[src/sv/srsr_pkg.sv]
`timescale 1ns / 1ps

package srsr_pkg;

	localparam int SEQ_W = 31;
	localparam int WC_W = 24;
	localparam int DLV_W = 9;

	// received map is stored as rows of this many slots
	localparam int ROW_BITS = 32;
	localparam int ROW_SH = 5;

	// remainder unit: digits per step and step count cover a 32-bit dividend
	localparam int MOD_DIGIT = 8;
	localparam int MOD_STEPS = 4;
	localparam int MOD_SH_W = MOD_DIGIT * MOD_STEPS;
	localparam int MOD_CNT_W = 3;

	typedef struct packed {
		logic [SEQ_W-1:0] seq_num;
		logic             is_fin;
		logic             crc_ok;
	} seg_t;

	typedef struct packed {
		logic [SEQ_W-1:0] ack_num;
		logic [SEQ_W-1:0] sack_num;
		logic             fin_ack;
		logic [DLV_W-1:0] delivered_count;
		logic             done_res;
	} ack_t;

	// segment as held in the queue between front and back
	typedef struct packed {
		logic [SEQ_W-1:0] seq;
		logic [SEQ_W-1:0] seq_m1;
		logic             is_fin;
		logic             corrupt;
		logic             nonzero;
	} seg_cls_t;

endpackage

[src/sv/selective_repeat_sack_receiver_unit.sv]
// Selective-repeat receiver with SACK. Each seg transaction is one segment header and
// yields one ack transaction, or none once an in-order FIN has finished the transfer. A
// two-entry queue sits behind seg_ready, so headers keep flowing while an ack waits on
// ack_ready. Corrupt and above-window segments are acked from the idle state, out-of-order
// segments read and rewrite one map row, and in-order segments scan the map a 32-slot row
// at a time for the next expected slot, over at most ceil(WINDOW_SIZE/32) rows, then wait
// on the remainder unit that locates that slot in the window. Per-row valid bits clear the
// map at reset and on flush, so no clearing pass is needed.
`timescale 1ns / 1ps

module selective_repeat_sack_receiver_unit #(
	parameter int WINDOW_SIZE = 256
) (
	input  logic           clk,
	input  logic           arst_n,
	input  logic           seg_valid,
	output logic           seg_ready,
	input  srsr_pkg::seg_t seg,
	output logic           ack_valid,
	input  logic           ack_ready,
	output srsr_pkg::ack_t ack
);

	logic               head_valid;
	logic               head_pop;
	srsr_pkg::seg_cls_t head;

	srsr_front u_front (
		.clk        (clk),
		.arst_n     (arst_n),
		.seg_valid  (seg_valid),
		.seg_ready  (seg_ready),
		.seg        (seg),
		.head_valid (head_valid),
		.head_pop   (head_pop),
		.head       (head)
	);

	srsr_back #(
		.WINDOW_SIZE(WINDOW_SIZE)
	) u_back (
		.clk        (clk),
		.arst_n     (arst_n),
		.head_valid (head_valid),
		.head_pop   (head_pop),
		.head       (head),
		.ack_valid  (ack_valid),
		.ack_ready  (ack_ready),
		.ack        (ack)
	);

`ifndef ASSERT_OFF
	a_pop_needs_head: assert property (@(posedge clk) disable iff (!arst_n)
		head_pop |-> head_valid)
		else $error("queue popped while empty");

	a_done_is_fin_ack: assert property (@(posedge clk) disable iff (!arst_n)
		ack_valid && ack.done_res |-> ack.fin_ack)
		else $error("done without fin ack");

	a_quiet_after_done: assert property (@(posedge clk) disable iff (!arst_n)
		ack_valid && ack_ready && ack.done_res |=> !ack_valid)
		else $error("ack issued after transfer finished");
`endif

endmodule

[src/sv/srsr_front.sv]
`timescale 1ns / 1ps

module srsr_front (
	input  logic                clk,
	input  logic                arst_n,
	input  logic                seg_valid,
	output logic                seg_ready,
	input  srsr_pkg::seg_t      seg,
	output logic                head_valid,
	input  logic                head_pop,
	output srsr_pkg::seg_cls_t  head
);

	localparam logic [1:0] FULL = 2'd2;

	srsr_pkg::seg_cls_t ent_q [2];
	srsr_pkg::seg_cls_t cls;
	logic               wr_ptr_q;
	logic               rd_ptr_q;
	logic [1:0]         cnt_q;
	logic               push;
	logic               pop;

	assign seg_ready  = (cnt_q != FULL);
	assign head_valid = (cnt_q != 2'd0);
	assign push       = seg_valid && seg_ready;
	assign pop        = head_pop && head_valid;
	assign head       = ent_q[rd_ptr_q];

	always_comb begin
		cls.seq     = seg.seq_num;
		cls.seq_m1  = seg.seq_num - srsr_pkg::SEQ_W'(1);
		cls.is_fin  = seg.is_fin;
		cls.corrupt = !seg.crc_ok;
		cls.nonzero = (seg.seq_num != '0);
	end

	always_ff @(posedge clk or negedge arst_n) begin
		if (!arst_n) begin
			wr_ptr_q <= 1'b0;
			rd_ptr_q <= 1'b0;
			cnt_q    <= 2'd0;
		end else begin
			if (push) wr_ptr_q <= !wr_ptr_q;
			if (pop) rd_ptr_q <= !rd_ptr_q;
			if (push && !pop) begin
				cnt_q <= cnt_q + 2'd1;
			end else if (pop && !push) begin
				cnt_q <= cnt_q - 2'd1;
			end
		end
	end

	always_ff @(posedge clk) begin
		if (push) ent_q[wr_ptr_q] <= cls;
	end

endmodule

[src/sv/srsr_modw.sv]
`timescale 1ns / 1ps

module srsr_modw #(
	parameter int WINDOW_SIZE = 256
) (
	input  logic                          clk,
	input  logic                          arst_n,
	input  logic                          start,
	input  logic [srsr_pkg::SEQ_W-1:0]    x,
	output logic                          done,
	output logic [$clog2(WINDOW_SIZE)-1:0] rem
);

	localparam int IDX_W = $clog2(WINDOW_SIZE);
	localparam int TW = IDX_W + 1;
	localparam logic [TW-1:0] DIV = TW'(WINDOW_SIZE);
	localparam logic [srsr_pkg::MOD_CNT_W-1:0] STEPS = srsr_pkg::MOD_CNT_W'(srsr_pkg::MOD_STEPS);
	localparam logic [srsr_pkg::MOD_CNT_W-1:0] LAST = srsr_pkg::MOD_CNT_W'(1);

	logic [srsr_pkg::MOD_SH_W-1:0]  sh_q;
	logic [IDX_W-1:0]               rem_q;
	logic [srsr_pkg::MOD_CNT_W-1:0] left_q;
	logic                           done_q;
	logic [IDX_W-1:0]               rem_nxt;
	logic [TW-1:0]                  t;

	// restoring remainder, one dividend bit per inner step
	always_comb begin
		rem_nxt = rem_q;
		t = '0;
		for (int j = 0; j < srsr_pkg::MOD_DIGIT; j++) begin
			t = {rem_nxt, sh_q[srsr_pkg::MOD_SH_W-1-j]};
			if (t >= DIV) t = t - DIV;
			rem_nxt = t[IDX_W-1:0];
		end
	end

	always_ff @(posedge clk or negedge arst_n) begin
		if (!arst_n) begin
			left_q <= '0;
			done_q <= 1'b0;
		end else begin
			done_q <= 1'b0;
			if (start) begin
				left_q <= STEPS;
			end else if (left_q != '0) begin
				left_q <= left_q - LAST;
				if (left_q == LAST) done_q <= 1'b1;
			end
		end
	end

	always_ff @(posedge clk) begin
		if (start) begin
			sh_q  <= srsr_pkg::MOD_SH_W'(x);
			rem_q <= '0;
		end else if (left_q != '0) begin
			sh_q  <= sh_q << srsr_pkg::MOD_DIGIT;
			rem_q <= rem_nxt;
		end
	end

	assign done = done_q;
	assign rem  = rem_q;

endmodule

[src/sv/srsr_back.sv]
`timescale 1ns / 1ps

module srsr_back #(
	parameter int WINDOW_SIZE = 256
) (
	input  logic               clk,
	input  logic               arst_n,
	input  logic               head_valid,
	output logic               head_pop,
	input  srsr_pkg::seg_cls_t head,
	output logic               ack_valid,
	input  logic               ack_ready,
	output srsr_pkg::ack_t     ack
);

	localparam int W = WINDOW_SIZE;
	localparam int SEQ_W = srsr_pkg::SEQ_W;
	localparam int IDX_W = $clog2(W);
	localparam int CNT_W = $clog2(W + 1);
	localparam int RB = srsr_pkg::ROW_BITS;
	localparam int RS = srsr_pkg::ROW_SH;
	localparam int ROWS = (W + RB - 1) / RB;
	localparam int RA_W = (ROWS > 1) ? $clog2(ROWS) : 1;
	localparam int EW = RA_W + RS;
	localparam int IW = EW + 1;
	localparam int BASE_W = IDX_W + srsr_pkg::WC_W;
	localparam int LW = BASE_W + 1;
	localparam int CW = (LW > SEQ_W) ? LW : SEQ_W;
	localparam logic [RA_W-1:0] LAST_ROW = RA_W'(ROWS - 1);
	localparam logic [CNT_W-1:0] W_CNT = CNT_W'(W);
	localparam logic [srsr_pkg::DLV_W-1:0] W_DLV = srsr_pkg::DLV_W'(W);

	typedef enum logic [2:0] {
		ST_IDLE,
		ST_OOO,
		ST_MARK,
		ST_SCAN,
		ST_MOD
	} state_t;

	state_t                          state_q;
	logic [SEQ_W-1:0]                ne_q;
	logic [IDX_W-1:0]                off_q;
	logic [BASE_W-1:0]               base_q;
	logic [LW-1:0]                   lim_q;
	logic [srsr_pkg::WC_W-1:0]       wc_q;
	logic                            fin_q;
	logic [CNT_W-1:0]                cnt_q;
	logic [ROWS-1:0]                 rv_q;
	logic                            out_v_q;
	srsr_pkg::ack_t                  out_q;

	srsr_pkg::seg_cls_t              cur_q;
	logic                            mk_q;
	logic [RA_W-1:0]                 row_q;
	logic [RS-1:0]                   sb_q;
	logic [SEQ_W-1:0]                x_q;
	logic [RB-1:0]                   mem_q [ROWS];
	logic [RB-1:0]                   rdata_q;

	logic                            slot_free;
	logic                            take;
	logic                            in_order;
	logic                            above;
	logic                            in_win;
	logic                            drop;
	logic [CW-1:0]                   ooo_off;
	logic [IDX_W-1:0]                sel_idx;
	logic [EW-1:0]                   sel_e;
	logic [RA_W-1:0]                 rd_addr;
	logic [RB-1:0]                   row_v;
	logic [RB-1:0]                   row_m;
	logic                            marking;
	logic                            wr_en;
	logic                            bit_was;
	logic                            found;
	logic [RS-1:0]                   pos;
	logic [IW-1:0]                   hit_e;
	logic [CNT_W-1:0]                scan_i;
	logic                            scan_end;
	logic [CW-1:0]                   adv_sum;
	logic [SEQ_W-1:0]                adv_x;
	logic [SEQ_W-1:0]                ne_m1;
	logic                            mod_start;
	logic                            mod_done;
	logic [IDX_W-1:0]                mod_rem;
	logic [31:0]                     rem_ext;
	logic [srsr_pkg::DLV_W-1:0]      dlv;
	logic                            flush;
	logic [BASE_W-1:0]               base_nxt;

	assign slot_free = !out_v_q || ack_ready;
	assign take      = (state_q == ST_IDLE) && head_valid && !fin_q && slot_free;
	assign head_pop  = (state_q == ST_IDLE) && head_valid && (fin_q || slot_free);

	// classify the queue head against the current window
	assign in_order = (head.seq == ne_q);
	assign above    = (CW'(head.seq) > CW'(lim_q));
	assign in_win   = head.nonzero && (CW'(head.seq_m1) >= CW'(base_q));
	assign drop     = head.corrupt || (!in_order && above);
	assign ooo_off  = CW'(head.seq_m1) - CW'(base_q);
	assign sel_idx  = (in_order || !in_win) ? off_q : ooo_off[IDX_W-1:0];
	assign sel_e    = EW'(sel_idx);
	assign ne_m1    = ne_q - SEQ_W'(1);

	// rows never written since the last flush read as empty
	assign row_v   = rv_q[row_q] ? rdata_q : '0;
	assign marking = ((state_q == ST_MARK) || (state_q == ST_OOO)) && mk_q;
	assign row_m   = marking ? (row_v | (RB'(1) << sb_q)) : row_v;
	assign bit_was = row_v[sb_q];
	assign wr_en   = marking;

	// first empty slot at or above the start bit of this row
	always_comb begin
		found = 1'b0;
		pos   = '0;
		for (int p = RB - 1; p >= 0; p--) begin
			if (!row_m[p] && (RS'(p) >= sb_q)) begin
				found = 1'b1;
				pos   = RS'(p);
			end
		end
	end

	assign hit_e    = IW'({row_q, pos});
	assign scan_i   = (found && (hit_e < IW'(W))) ? CNT_W'(hit_e) : W_CNT;
	assign scan_end = found || (row_q == LAST_ROW);
	assign adv_sum  = CW'(scan_i) + CW'(base_q);
	assign adv_x    = adv_sum[SEQ_W-1:0];
	assign mod_start = ((state_q == ST_MARK) || (state_q == ST_SCAN)) && scan_end;

	always_comb begin
		case (state_q)
			ST_IDLE: rd_addr = sel_e[EW-1:RS];
			ST_MARK, ST_SCAN: rd_addr = scan_end ? row_q : row_q + RA_W'(1);
			default: rd_addr = row_q;
		endcase
	end

	assign rem_ext  = 32'(mod_rem);
	assign dlv      = (mod_rem == '0) ? W_DLV : rem_ext[srsr_pkg::DLV_W-1:0];
	assign flush    = cur_q.is_fin || (cnt_q == W_CNT);
	assign base_nxt = (wc_q == '1) ? '0 : base_q + BASE_W'(W);

	srsr_modw #(
		.WINDOW_SIZE(WINDOW_SIZE)
	) u_modw (
		.clk    (clk),
		.arst_n (arst_n),
		.start  (mod_start),
		.x      (adv_x),
		.done   (mod_done),
		.rem    (mod_rem)
	);

	always_ff @(posedge clk or negedge arst_n) begin
		if (!arst_n) begin
			state_q <= ST_IDLE;
			ne_q    <= SEQ_W'(1);
			off_q   <= '0;
			base_q  <= '0;
			lim_q   <= LW'(W);
			wc_q    <= '0;
			fin_q   <= 1'b0;
			cnt_q   <= '0;
			rv_q    <= '0;
			out_v_q <= 1'b0;
			out_q   <= '0;
		end else begin
			if (ack_ready) out_v_q <= 1'b0;
			if (wr_en) begin
				rv_q[row_q] <= 1'b1;
				if (!bit_was) cnt_q <= cnt_q + CNT_W'(1);
			end
			case (state_q)
				ST_IDLE: begin
					if (take) begin
						if (drop) begin
							out_v_q               <= 1'b1;
							out_q.ack_num         <= ne_m1;
							out_q.sack_num        <= ne_m1;
							out_q.fin_ack         <= 1'b0;
							out_q.delivered_count <= '0;
							out_q.done_res        <= 1'b0;
						end else if (in_order) begin
							state_q <= ST_MARK;
						end else begin
							state_q <= ST_OOO;
						end
					end
				end
				ST_OOO: begin
					out_v_q               <= 1'b1;
					out_q.ack_num         <= ne_m1;
					out_q.sack_num        <= cur_q.seq;
					out_q.fin_ack         <= cur_q.is_fin;
					out_q.delivered_count <= '0;
					out_q.done_res        <= 1'b0;
					state_q               <= ST_IDLE;
				end
				ST_MARK, ST_SCAN: begin
					state_q <= scan_end ? ST_MOD : ST_SCAN;
				end
				ST_MOD: begin
					if (mod_done) begin
						off_q                 <= mod_rem;
						ne_q                  <= x_q + SEQ_W'(1);
						out_v_q               <= 1'b1;
						out_q.ack_num         <= x_q;
						out_q.sack_num        <= cur_q.seq;
						out_q.fin_ack         <= cur_q.is_fin;
						out_q.delivered_count <= flush ? dlv : '0;
						out_q.done_res        <= cur_q.is_fin;
						if (cur_q.is_fin) fin_q <= 1'b1;
						if (flush) begin
							rv_q   <= '0;
							cnt_q  <= '0;
							wc_q   <= wc_q + srsr_pkg::WC_W'(1);
							base_q <= base_nxt;
							lim_q  <= LW'(base_nxt) + LW'(W);
						end
						state_q <= ST_IDLE;
					end
				end
				default: state_q <= ST_IDLE;
			endcase
		end
	end

	always_ff @(posedge clk) begin
		case (state_q)
			ST_IDLE: begin
				if (take) begin
					cur_q <= head;
					mk_q  <= in_win;
					row_q <= sel_e[EW-1:RS];
					sb_q  <= sel_e[RS-1:0];
				end
			end
			ST_MARK, ST_SCAN: begin
				if (scan_end) begin
					x_q <= adv_x;
				end else begin
					row_q <= row_q + RA_W'(1);
					sb_q  <= '0;
				end
			end
			default: ;
		endcase
	end

	// map rows: one registered read each cycle, one write in cycles that mark a slot
	always_ff @(posedge clk) begin
		rdata_q <= mem_q[rd_addr];
		if (wr_en) mem_q[row_q] <= row_m;
	end

	assign ack_valid = out_v_q;
	assign ack       = out_q;

endmodule
[config.mk]
export PLATFORM = sky130hd
export DESIGN_NAME = selective_repeat_sack_receiver_unit
export DESIGN_NICKNAME = d
export VERILOG_FILES = /design/src/sv/srsr_pkg.sv /design/src/sv/selective_repeat_sack_receiver_unit.sv /design/src/sv/srsr_front.sv /design/src/sv/srsr_modw.sv /design/src/sv/srsr_back.sv
export SDC_FILE = /design/constraint.sdc
export NUM_CORES = 1
export LEC_CHECK = 0
export ABC_AREA = 1
export BUFFER_PORTS_ARGS = -buffer_cell sky130_fd_sc_hd__buf_2
export CAP_MARGIN = 20
export CORE_ASPECT_RATIO = 1.5
export CORE_MARGIN = 4
export CORE_UTILIZATION = 60
export CTS_CLUSTER_DIAMETER = 50
export DETAILED_ROUTE_END_ITERATION = 8
export PLACE_DENSITY = 0.75
export SLEW_MARGIN = 30
export SYNTH_ARGS = -nofsm -noshare
export SYNTH_HDL_FRONTEND = slang
export SYNTH_SLANG_ARGS = --single-unit
[constraint.sdc]
create_clock -name clk -period 13.7 [get_ports clk]
set_clock_uncertainty 0.05 [all_clocks]
set_input_delay 0.685 -clock clk [delete_from_list [all_inputs] [get_ports clk]]
set_output_delay 0.685 -clock clk [all_outputs]
set_load 0.1 [all_outputs]
== Yosys cells after proc, flatten, opt, wreduce, memory -nomap -nowiden ==
Memories as Yosys holds them, arrays and structs flattened. A register that Yosys moved wholly into a read port is not among the register bits.
Index checks and enable logic that the tools add are counted.
W data, S select, Z words.
Cells by class
  add/subtract/negate cells: 21
  $lt $le $gt $ge: 46
  equal/unequal tests: 15
  shifts and indexed selects: 1
  multiplexer cells: 129
  bitwise logic cells: 2
  reductions and logical operators: 114
Operators by type and width (count)
  $mux W73: 3
  $pmux W73 S3: 1
  $mux W5: 34
  $mux W8: 13
  $mux W32: 3
  $ge A5 B5 Y1 const A: 16
  $ge A9 B9 Y1 const B: 8
  $mux W9: 8
  $sub A8 B1 Y8 const B: 8
  $mux W31: 2
  $sub A31 B1 Y31 const B: 2
  $logic_and A1 B1 Y1: 46
  $mux W1: 46
  $logic_not A1 Y1: 41
  $ge A4 B5 Y1 const A: 8
  $add A32 B9 Y33 const B: 1
  $gt A31 B33 Y1: 1
  $add A32 B9 Y32 const B: 1
  $ge A31 B32 Y1: 1
  $or A32 B32 Y32: 1
  $shl A1 B5 Y32 const A: 1
  $add A31 B1 Y31 const B: 1
  $add A9 B31 Y31: 1
  $eq A31 B31 Y1: 1
  other kinds (41): 80
Word-level totals
  flip-flop bits (word level): 343
  memory bits (writable): 386
  output and inout port bits: 75
  logic and storage cells: 359
  memories: 2
Memory list
  u_back.mem_q: depth 8, width 32, rd ports 1, clocked after memory_dff 1, write ports 1, line srsr_back.sv:58  | logic [RB-1:0] mem_q [ROWS];
  u_front.ent_q: depth 2, width 65, rd ports 1, clocked after memory_dff 0, write ports 1, line srsr_front.sv:16  | srsr_pkg::seg_cls_t ent_q [2];

== Depth between registers and ports, before layout ==
  word-level depth: 44
  gate-level depth with buffers: 43

== Cells and area by module ==
A second synthesis with hierarchy kept.
Unflattened totals
  cells, all modules: 3721
  area, all modules: 35565.4 um2
Modules (own cells, without submodules)
  srsr_back: instances 1, cells an instance 2958, area an instance 27731.6 um2
  srsr_front: instances 1, cells an instance 555, area an instance 5845.6 um2
  srsr_modw: instances 1, cells an instance 208, area an instance 1988.2 um2

== Least setup slack after synthesis ==
No wires, ideal clock.
  kind: register -> register
  start: reg u_back.state_q[2]
  end: mem u_back.mem_q[1][0] (netlist name), enable pin
  setup time: 504 ps
  arrival: 4095 ps
  data required time: 13146 ps
  setup slack: 9051 ps
  cell stages (with the launch flop): 7
  path buffers: 1
  clock period less this slack: 4649 ps
  path through: dfrtp_1 inv_2 nand2_2 o21ai_1 nand2_1 buf_2 nor4_1
On the way
  longest elaborated chain between the ends: 5
RTL lines
  start: declaration: line srsr_back.sv:41  | state_t state_q;
  start signal: assignment: line srsr_back.sv:202  | state_q <= scan_end ? ST_MOD : ST_SCAN;
  $eq A3 B2 Y1 or $eq A3 B1 Y1 (tied branches): line srsr_back.sv:108  | assign marking = ((state_q == ST_MARK) || (state_q == ST_OOO)) && mk_q;
  $logic_or A1 B1 Y1 *: line srsr_back.sv:108
  $logic_and A1 B1 Y1 *: line srsr_back.sv:108
  $mux W1 *: line srsr_back.sv:255  | if (wr_en) mem_q[row_q] <= row_m;
  $mux W1 (not written as such) *: line srsr_back.sv:255
  end: declaration: line srsr_back.sv:58
Every way passes the cells marked *; elsewhere a longest branch is shown, timed or not.

==> results.json <==
{
  "status": "complete, no violations",
  "drtPass1Iterations": 6,
  "p_leak_nw": 15.4,
  "timing.rr.end": "u_back.rdata_q[14]",
  "grt-ovfl-total": 0,
  "die_h_um": 302,
  "required_ps": 14140,
  "holdBufCountCts": 0,
  "reg2reg_slack_ps": 6930,
  "drt_wl_total_um": 99300,
  "rows": 107,
  "start_util_pct": 60.8,
  "max-clock-path-buffers": 3,
  "worstHoldPathType": "in2async",
  "vias": 25800,
  "nNetsFinal": 3642,
  "grt_pass1_wl_um": 151000,
  "reg2reg_depth": 20,
  "die_w_um": 204,
  "drive_gt1_share_pct": 9.28,
  "netlist_area_um2": 34600,
  "crit_start": "u_front.rd_ptr_q",
  "syn_to_final_growth_pct": 10.5,
  "arrival_ps": 7210,
  "fin_tns_setup_ps": 0,
  "htreeDepth": 3,
  "cts_made_buffers": 71,
  "crit_path_end_kind": "flip-flop",
  "cts_tree": "done",
  "wl_per_cell_um": 22.8,
  "antennaDiodeCount": 0,
  "fillerInstances": 4465,
  "worstSetupEndpoint": "u_back.rdata_q[14]",
  "seq_area_frac_synth_pct": 60.3,
  "synth_ff_type": "edfxtp_1",
  "io_pins": 112,
  "fmax_mhz": 148,
  "synth_common_cells": "814 x nand2_1, 489 x edfxtp_1, 344 x nor2_1",
  "rsz0062_at_grt": "false",
  "worstReg2RegStart": "u_front.rd_ptr_q",
  "worst_pin_slew_ps": 1030,
  "synth_top_area_share_pct": 42.4,
  "ys_ff_latch": 745,
  "first_global_vias": 26200,
  "powerDensity_nw_per_um2": 230,
  "yosysWarnings": 0,
  "period_needed_ps": 6770,
  "crit_type": "reg2reg",
  "cts_sinks": 745,
  "die-area_um2": 61700,
  "synth-edff-count": 489,
  "place.detailed.hpwl_um": 69800,
  "grt_usage_pct": 32.2,
  "drt_iter0_drc": 2022,
  "cp_max_fo": 110,
  "grt_max_degree": 111,
  "clock_latency_ps": 620,
  "peakVddDrop_uv": 191,
  "hold_viol": 0,
  "finalSetupViolations": 0,
  "ant_nets": 0,
  "antenna_found_initial": 3,
  "ys_async_sr_fraction_pct": 28.9,
  "viasPerCell": 5.91,
  "synth_area_leader_cell": "edfxtp_1",
  "cts_setup_buffers": 0,
  "drv_slew": 0,
  "postCtsResizedCells": 0,
  "cap_violations": 0,
  "globalplace.congestion": 0.977,
  "drc": 0,
  "io_buffers": 111,
  "whs_ps": 70.3,
  "relSlewSlack_pct": 30.8,
  "netlist_top_cells_area": "edfxtp_1 42%, dfrtp_1 15%, nand2_1 8.8%, o21ai_0 4.1%, nor2_1 3.7%",
  "synthDistinctLibCells": 66,
  "period_share_pct": 49.4,
  "syn_inst": 3459,
  "yosysMostFrequentCell": "nand2_1",
  "coreArea_um2": 57000,
  "clk_pin_slew_ps": 60,
  "power_mw": 8.80,
  "cp-start-kind": "flip-flop",
  "clock_tree.root_cell": "clkbuf_16",
  "syn_avg_cell_area_um2": 10.0
}
kinds of logic after synthesis:
| kind of cell | synth area share (%) |
|---|---|
| and+or+nand+nor | 17.4 |
| DFF | 60.3 |
| adders and majority gates | 2.31 |
| AOI/OAI and AO/OA | 10.8 |
| other | 0.0217 |
| muxes | 0.0614 |
| buffers and inverters | 4.88 |
| xor gates and xnor gates | 4.22 |
registers in the layout, indices dropped and copies added, names as in the netlist, 5 cells and up:
signal / count
u_back.ack: 73
u_back.cur_q: 32
u_back.sb_q: 5
u_front.ent_q: 130
u_back.mem_q: 256
u_back.lim_q: 25
u_back.off_q: 8
u_back.rdata_q: 32
u_back.x_q: 31
u_back.u_modw.sh_q: 32
u_back.wc_q: 24
u_back.ne_q: 31
u_back.rv_q: 8
u_back.cnt_q: 9
u_back.u_modw.rem: 8
u_back.base_q: 24
worst max-delay path, stage by stage (launching register included):
cell and delay (ps):
dfrtp_2 340, buf_4 550, inv_2 260, buf_4 380
nand2_1 150, nand2_1 260, xor2_1 270, nor4_1 410
nand4_1 250, or3_1 540, nand3_2 250, inv_1 140
o21ai_1 190, nand2_1 120, o211ai_4 100, buf_4 560
clkinv_2 450, buf_6 370, o21ai_0 350, o22ai_1 140
o21a_1 190
power breakdown:
group          internal, mW  switching [mW]  total [mW]
Sequential             2.99           0.226        3.22
Combinational         0.942            2.63        3.57
Clock                  1.15           0.857        2.01
cell type report:
class	instances	area, um2	area share (%)
Sequential cell	745	20900	54.5
Clock buffer	95	2000	5.23
Multi-Input combinational cell	2301	12200	31.9
Clock inverter	36	382	0.997
Inverter	278	1050	2.74
Tap cell	763	955	2.49
Timing Repair Buffer	144	817	2.13
layer usage:
metal  part of all wire, %  GRT usage, %
met4                   9.7          24.9
met2                    53          58.7
met5                 0.034             0
met3                   4.5          3.97
met1                    33          33.3
metrics by stage:
step / std cells / util (%) / cell area [um2] / setup WS, ps
after detailed placement: 4231 / 63.0 / 35900 / 7140
after floorplan: 3460 / - / 34700 / 9050
after CTS: 4362 / 67.1 / 38300 / 7100
final: 4362 / 67.1 / 38300 / 6930
after global placement: 4231 / 62.9 / 35900 / 6970
after global routing: 4362 / 67.1 / 38300 / 6640
layout by cell type (no fill, tap or decap), types with 7 or more instances in the layout:
master	netlist	routed
clkinv_1	2	13
o211ai_1	15	15
o31ai_1	9	7
clkinvlp_4	0	8
nand2_2	13	14
inv_2	8	8
xor2_1	135	135
clkinv_2	0	8
nor2_4	5	12
a31oi_1	55	55
a21oi_1	48	48
edfxtp_1	489	489
clkbuf_16	0	75
o21ai_1	19	21
nand3b_1	9	9
xnor2_1	32	32
dfrtp_1	213	212
buf_4	11	32
nor3_1	55	51
ha_1	64	64
nor2_2	6	8
nand3_1	109	109
clkbuf_1	78	15
inv_1	267	262
nand2_1	814	813
o22ai_1	44	44
o221ai_1	7	7
o21a_1	98	98
nand4_1	43	43
nor2_1	344	335
o21bai_1	8	8
nor4_1	27	25
o21ai_0	283	281
dfxtp_1	41	41
a211oi_1	10	10
buf_2	38	110
worst min-delay path by stage:
stage | startpoint | to | cells past startpoint
3_3_place_gp | u_back.u_modw.sh_q[31] | u_back.u_modw.rem[7] | 2
6_report | arst_n | u_back.wc_q[22] | 1
3_5_place_dp | u_back.u_modw.sh_q[31] | u_back.u_modw.rem[7] | 2
5_1_grt | arst_n | u_back.wc_q[22] | 1
2_1_floorplan | arst_n | u_back.ack[0] | 0
4_1_cts | arst_n | u_back.wc_q[22] | 1
(Power assumes the default switching activity.)
